$ cat src/lbc_pkg.sv
package lbc_pkg;

   localparam int MaxEntries    = 64;
   localparam int BlockWords    = 32;
   localparam int EntryW        = $clog2(MaxEntries);
   localparam int WordIdxW      = $clog2(BlockWords);
   localparam int StoreAddrW    = EntryW + WordIdxW;
   localparam int StageCntW     = $clog2(BlockWords + 1);
   localparam int EntriesCfgW   = 7;
   localparam int KeyW          = 12;
   localparam int StampW        = 32;
   localparam int DataW         = 64;
   localparam int MinEntries    = 2;

   typedef enum logic [1:0] {
      CMD_LOOKUP = 2'd0,
      CMD_INSERT = 2'd1,
      CMD_UPDATE = 2'd2,
      CMD_NONE   = 2'd3
   } cmd_type;

   typedef enum logic [1:0] {
      ST_OK      = 2'd0,
      ST_MISS    = 2'd1,
      ST_PRESENT = 2'd2,
      ST_OFF     = 2'd3
   } status_type;

   localparam logic CSR_ENABLE  = 1'b0;
   localparam logic CSR_ENTRIES = 1'b1;

   typedef struct packed {
      logic       stage_wr;
      logic       stage_clr;
      logic       key_load;
      logic       scan_start;
      logic       scan_next;
      logic       scan_rd;
      logic       track;
      logic       tgt_cur;
      logic       tgt_old;
      logic       copy_start;
      logic       copy_rd;
      logic       copy_wr;
      logic       word_next;
      logic       fill;
      logic       hit_stamp;
      logic       stream_rd;
      logic       rsp_load;
      status_type rsp_status;
      logic       rsp_data;
      logic       rsp_last;
   } dp_cmd_type;

   typedef struct packed {
      logic enabled;
      logic match;
      logic cur_valid;
      logic e_last;
      logic w_last;
      logic rsp_done;
   } dp_stat_type;

endpackage

$ cat src/lbc_ctrl.sv
module lbc_ctrl (
   input  logic                 clock,
   input  logic                 reset,
   input  logic                 req_valid,
   input  logic [1:0]           req_command,
   input  logic                 req_last_word,
   output logic                 req_stall,
   input  lbc_pkg::dp_stat_type stat,
   output lbc_pkg::dp_cmd_type  cmd
);

   typedef enum logic [8:0] {
      S_IDLE      = 9'b000000001,
      S_SCAN_RD   = 9'b000000010,
      S_SCAN_CHK  = 9'b000000100,
      S_COPY_RD   = 9'b000001000,
      S_COPY_WR   = 9'b000010000,
      S_FILL      = 9'b000100000,
      S_STREAM_RD = 9'b001000000,
      S_STREAM_LD = 9'b010000000,
      S_RESP      = 9'b100000000
   } state_type;

   state_type        state_ff, state_in;
   lbc_pkg::cmd_type op_ff, op_in;
   logic             found_ff, found_in;
   logic             stream_ff, stream_in;
   lbc_pkg::cmd_type req_cmd;

   assign req_cmd   = lbc_pkg::cmd_type'(req_command);
   assign req_stall = (state_ff != S_IDLE);

   always_comb begin
      state_in  = state_ff;
      op_in     = op_ff;
      found_in  = found_ff;
      stream_in = stream_ff;
      cmd       = '0;
      unique case (state_ff)
         S_IDLE: begin
            if (req_valid && req_cmd != lbc_pkg::CMD_NONE) begin
               op_in     = req_cmd;
               found_in  = 1'b0;
               stream_in = 1'b0;
               if (!stat.enabled) begin
                  cmd.stage_clr  = 1'b1;
                  cmd.rsp_load   = 1'b1;
                  cmd.rsp_status = lbc_pkg::ST_OFF;
                  cmd.rsp_last   = 1'b1;
                  state_in       = S_RESP;
               end else if (req_cmd == lbc_pkg::CMD_LOOKUP) begin
                  cmd.key_load   = 1'b1;
                  cmd.scan_start = 1'b1;
                  state_in       = S_SCAN_RD;
               end else begin
                  cmd.stage_wr = 1'b1;
                  if (req_last_word) begin
                     cmd.key_load   = 1'b1;
                     cmd.scan_start = 1'b1;
                     state_in       = S_SCAN_RD;
                  end
               end
            end
         end
         S_SCAN_RD: begin
            cmd.scan_rd = 1'b1;
            state_in    = S_SCAN_CHK;
         end
         S_SCAN_CHK: begin
            case (op_ff)
               lbc_pkg::CMD_LOOKUP: begin
                  if (stat.match) begin
                     cmd.hit_stamp  = 1'b1;
                     cmd.tgt_cur    = 1'b1;
                     cmd.copy_start = 1'b1;
                     stream_in      = 1'b1;
                     state_in       = S_STREAM_RD;
                  end else if (stat.e_last) begin
                     cmd.rsp_load   = 1'b1;
                     cmd.rsp_status = lbc_pkg::ST_MISS;
                     cmd.rsp_last   = 1'b1;
                     state_in       = S_RESP;
                  end else begin
                     cmd.scan_next = 1'b1;
                     state_in      = S_SCAN_RD;
                  end
               end
               lbc_pkg::CMD_INSERT: begin
                  if (stat.match) begin
                     cmd.stage_clr  = 1'b1;
                     cmd.rsp_load   = 1'b1;
                     cmd.rsp_status = lbc_pkg::ST_PRESENT;
                     cmd.rsp_last   = 1'b1;
                     state_in       = S_RESP;
                  end else if (!stat.cur_valid) begin
                     cmd.tgt_cur    = 1'b1;
                     cmd.copy_start = 1'b1;
                     state_in       = S_COPY_RD;
                  end else if (stat.e_last) begin
                     cmd.tgt_old    = 1'b1;
                     cmd.copy_start = 1'b1;
                     state_in       = S_COPY_RD;
                  end else begin
                     cmd.track     = 1'b1;
                     cmd.scan_next = 1'b1;
                     state_in      = S_SCAN_RD;
                  end
               end
               default: begin
                  if (stat.match) begin
                     cmd.tgt_cur    = 1'b1;
                     cmd.copy_start = 1'b1;
                     found_in       = 1'b1;
                     state_in       = S_COPY_RD;
                  end else if (stat.e_last) begin
                     cmd.stage_clr  = 1'b1;
                     cmd.rsp_load   = 1'b1;
                     cmd.rsp_status = found_ff ? lbc_pkg::ST_OK : lbc_pkg::ST_MISS;
                     cmd.rsp_last   = 1'b1;
                     state_in       = S_RESP;
                  end else begin
                     cmd.scan_next = 1'b1;
                     state_in      = S_SCAN_RD;
                  end
               end
            endcase
         end
         S_COPY_RD: begin
            cmd.copy_rd = 1'b1;
            state_in    = S_COPY_WR;
         end
         S_COPY_WR: begin
            cmd.copy_wr = 1'b1;
            if (stat.w_last) begin
               state_in = S_FILL;
            end else begin
               cmd.word_next = 1'b1;
               state_in      = S_COPY_RD;
            end
         end
         S_FILL: begin
            cmd.fill = 1'b1;
            if (op_ff == lbc_pkg::CMD_UPDATE && !stat.e_last) begin
               cmd.scan_next = 1'b1;
               state_in      = S_SCAN_RD;
            end else begin
               cmd.stage_clr  = 1'b1;
               cmd.rsp_load   = 1'b1;
               cmd.rsp_status = lbc_pkg::ST_OK;
               cmd.rsp_last   = 1'b1;
               state_in       = S_RESP;
            end
         end
         S_STREAM_RD: begin
            cmd.stream_rd = 1'b1;
            state_in      = S_STREAM_LD;
         end
         S_STREAM_LD: begin
            cmd.rsp_load   = 1'b1;
            cmd.rsp_status = lbc_pkg::ST_OK;
            cmd.rsp_data   = 1'b1;
            cmd.rsp_last   = stat.w_last;
            state_in       = S_RESP;
         end
         S_RESP: begin
            if (stat.rsp_done) begin
               if (stream_ff && !stat.w_last) begin
                  cmd.word_next = 1'b1;
                  state_in      = S_STREAM_RD;
               end else begin
                  state_in = S_IDLE;
               end
            end
         end
         default: state_in = S_IDLE;
      endcase
   end

   always_ff @(posedge clock) begin
      if (reset) begin
         state_ff  <= S_IDLE;
         op_ff     <= lbc_pkg::CMD_LOOKUP;
         found_ff  <= 1'b0;
         stream_ff <= 1'b0;
      end else begin
         state_ff  <= state_in;
         op_ff     <= op_in;
         found_ff  <= found_in;
         stream_ff <= stream_in;
      end
   end

endmodule

$ cat config.mk
export PLATFORM = sky130hd
export DESIGN_NAME = lbc_ctrl
export DESIGN_NICKNAME = d
export VERILOG_FILES = /design/src/lbc_pkg.sv /design/src/lbc_ctrl.sv
export SDC_FILE = /design/constraint.sdc
export NUM_CORES = 1
export LEC_CHECK = 0
export ABC_AREA = 0
export ABC_CLOCK_PERIOD_IN_PS = 1800
export BUFFER_PORTS_ARGS = -buffer_cell sky130_fd_sc_hd__buf_2
export CORE_UTILIZATION = 46
export CTS_BUF_LIST = sky130_fd_sc_hd__clkbuf_8
export CTS_CLUSTER_SIZE = 20
export DETAILED_ROUTE_END_ITERATION = 8
export PLACE_DENSITY = 0.77
export SYNTH_ARGS = -nofsm -noshare
export SYNTH_HDL_FRONTEND = slang
export SYNTH_SLANG_ARGS = --single-unit
export TNS_END_PERCENT = 100
$ cat constraint.sdc
create_clock -name clock -period 1.8 [get_ports clock]
set_clock_uncertainty 0.2 [all_clocks]
set_input_delay 0.18 -clock clock [delete_from_list [all_inputs] [get_ports clock]]
set_output_delay 0.18 -clock clock [all_outputs]
set_load 0.01 [all_outputs]
==> flow_summary.toml <==
[finish]
fillers = 93
area_growth_pct = 80.0
final_layout_net_count = 219
layout-drive-gt1-share = 0.587
finish.cell_count_without_fillers = 233
antenna_cells = 0
storage_element_area_um2 = 278
multiInputGateArea_um2 = 878

[worst_setup_path]
worst-endpoint-required_ns = 1.42
cpPeakStageDelay_ns = 0.36
timing.setup.critical_path_class = "reg2out"
cp_num_buf_inv = 2
worst_ep_arrival_ns = 1.91
timing.critical_path.cells = "buf_4, nor4b_4, nand3_2, o22a_1, o21a_1, nand2_1, buf_2"
critical_path_fanouts_max = 5
worstSetupEndpointType = "primary output"
crit_family = "simple AND/OR/NAND/NOR gates"
crit_slowest_cell = "dfxtp_4"
critical_path.startpoint_type = "flip-flop"

[logic_synthesis]
yosysSeqAreaShare = 0.260
syn_inst = 131
ys_warn_count = 0
synthTopCellsByCount = "nand2_1 (14), nor2_1 (14), dfxtp_1 (13), nor2b_1 (10)"
synth.distinct_cells = 43
ys_async_sr_fraction = 0
synth_largest_type_area_fraction = 0.260
ys_ff_latch = 13
post-synth-top-area-cell = "dfxtp_1"
synth.cell_area_um2 = 1000
synth-edff-count = 0
post_synth.cell_area_avg_um2 = 7.64
synthesis.nets = 143
post_synth_main_area_contributors = "dfxtp_1 (26%), nor2b_1 (6.3%), nand2_1 (5.3%)"
yosys_most_used_dff = "dfxtp_1"

[floorplanning]
rows = 16
die_w_um = 48.6
io-pin-count = 34
core-area_um2 = 2000
die_h_um = 48.6
die_area_um2 = 2370
initial_cell_density_of_the_core = 0.500

[grt]
grt.overflow.total = 0
global_route_wire_length_before_repair_mm = 5.75
vias_in_the_first_global_route = 1265
grtUsageTotal = 0.316
antenna_found_initial = 0
grt_start_max_net_pins = 11

[status]
run_status = "finished, violations left"
violations = "negative setup slack"

[detailed_routing]
route.final.wire_length_mm = 4.36
drtPass1Iterations = 4
drc = 0
drt_iter0_markers = 63
vias_post_dr = 1408
ant_nets = 0
detail_route.vias_per_cell = 6.04
drt-wirelength-per-cell_um = 18.7

[timing]
timing.max_slew.rel_slack = 0.750
report.final.setup_viol = 29
tightest_slew_ns = 0.373
setup_ws_ns = -0.487
final.min_clock_period_ns = 2.29
final-max-slew-violation-count = 0
timing_hold_violations_final = 0
post_route_clock_period_utilization = 1.27
setup_repair_after_global_routing_missed_its_margin = "yes"
achievable-frequency_mhz = 437

[clock_tree]
tritoncts.num_buffers = 3
clock_tree_from_tritoncts = "done"
cts_max_level = 1
clk_transition_reported_paths_ns = 0.06
cts_hold_buffers = 0
numClockSinks = 13
clock_insertion_delay_worst_skew_ns = 0.25
cts-root-buf = "clkbuf_8"
max-clock-path-buffers = 2

[placed_design]
detailedPlacementHpwl_mm = 2.38
placed_cells = 206
port_buffers = 33
routabilityCongestion = 0.817

[power_and_ir_drop]
comb_power_share = 0.361
clock_power_frac = 0.291
pwr-share-seq = 0.349
cell_internal_pwr_w = 0.000594
power.static_leakage_nw = 0.856
power_density_nw_per_um2 = 497
maximum_vdd_ir_drop_mv = 0.574
p_sw_w = 0.000302
switching_share = 0.337
power.total_w = 0.000895

[hold_path]
timing.hold.worst.class = "in2reg"

[job]
drv_cap = 0
-- metal layers --
layer	global-route usage	vias to the layer above	wire length, µm
met5	0	-	0
met4	0.118	0	263
met3	0.0220	34	222
met2	0.627	86	2240
met1	0.341	662	1630
li1	-	626	-
-- sequential cells by signal, indices dropped and copies added, names as in the netlist --
| name | flops |
|---|---|
| stream_ff | 1 |
| op_ff | 2 |
| found_ff | 1 |
| state_ff | 9 |
-- kinds of logic after synthesis --
kind of cell | Yosys count | share of synthesized area
compound gates | 26 | 0.185
fa+ha+maj | 1 | 0.0100
buf+inv | 12 | 0.0525
flops | 13 | 0.260
mux | 3 | 0.0300
simple gates | 76 | 0.463
-- worst paths after layout --
kind,depth (start not counted),slack (ns),endpoint,from
min,3,0.03,op_ff[0],req_command[0]
max,7,-0.49,cmd[4],state_ff[5]
min reg2reg,2,0.25,found_ff,found_ff
max reg2reg,7,-0.20,state_ff[8],state_ff[5]
-- layout by cell type, fill, tap and decap left out, drive strengths merged, types with 2 or more instances in the layout --
cell / synthesis / final
a21oi: 6 / 6
a22oi: 2 / 2
a31oi: 2 / 2
and3: 2 / 2
and4b: 3 / 3
buf: 3 / 75
clkbuf: 1 / 3
dfxtp: 13 / 13
inv: 8 / 9
mux2i: 3 / 3
nand2: 14 / 14
nand2b: 6 / 6
nand3: 8 / 8
nand3b: 2 / 2
nor2: 15 / 15
nor2b: 10 / 10
nor3: 3 / 3
nor4: 2 / 2
nor4b: 3 / 3
o21ai: 7 / 7
or4b: 2 / 2
-- per-stage QoR --
stage          hold WS [ns]  instance area [µm²]  setup slack, ns  TNS (ns)   util
2_1_floorplan         0.124                 1030          -0.0791    -0.269      -
3_3_place_gp          0.242                 1350           -0.144     -1.34  0.672
3_5_place_dp          0.255                 1350           -0.165     -2.25  0.672
4_1_cts              0.0282                 1660           -0.412     -5.09  0.831
5_1_grt              0.0502                 1800           -0.533     -9.24  0.900
6_report             0.0276                 1800           -0.487     -7.60  0.900
-- area by class of cell --
type,count,area share
clock buffer,3,0.0229
sequential,13,0.154
clock inverter,1,0.00208
multi-input combinational,106,0.487
timing repair buffer,75,0.298
inverter,8,0.0167
tap,27,0.0187
-- timing repair --
item                       4_1_cts  5_1_grt
setup endpoints to repair       31       31
pin swaps                       20        8
resized for setup               39       17
setup buffers                   15       10
cloned                           0        0
-- power by group through the flow --
stage	Clock (W)	Combinational [W]	Sequential (W)
CTS	0.000261	0.000295	0.000311
floorplan	0	0.000160	0.000319
global placement	0	0.000246	0.000320
detailed placement	0	0.000254	0.000320
finish	0.000260	0.000323	0.000312
global route	0.000270	0.000344	0.000314
-- worst reg2reg max path, cell delays in order, from the launching register on --
cell	delay, ns
dfxtp_4	0.35
nor4_4	0.36
buf_4	0.22
and4b_2	0.31
buf_6	0.12
nand2b_4	0.06
buf_4	0.13
a31oi_1	0.17
Power figures use the tool's default switching activity.
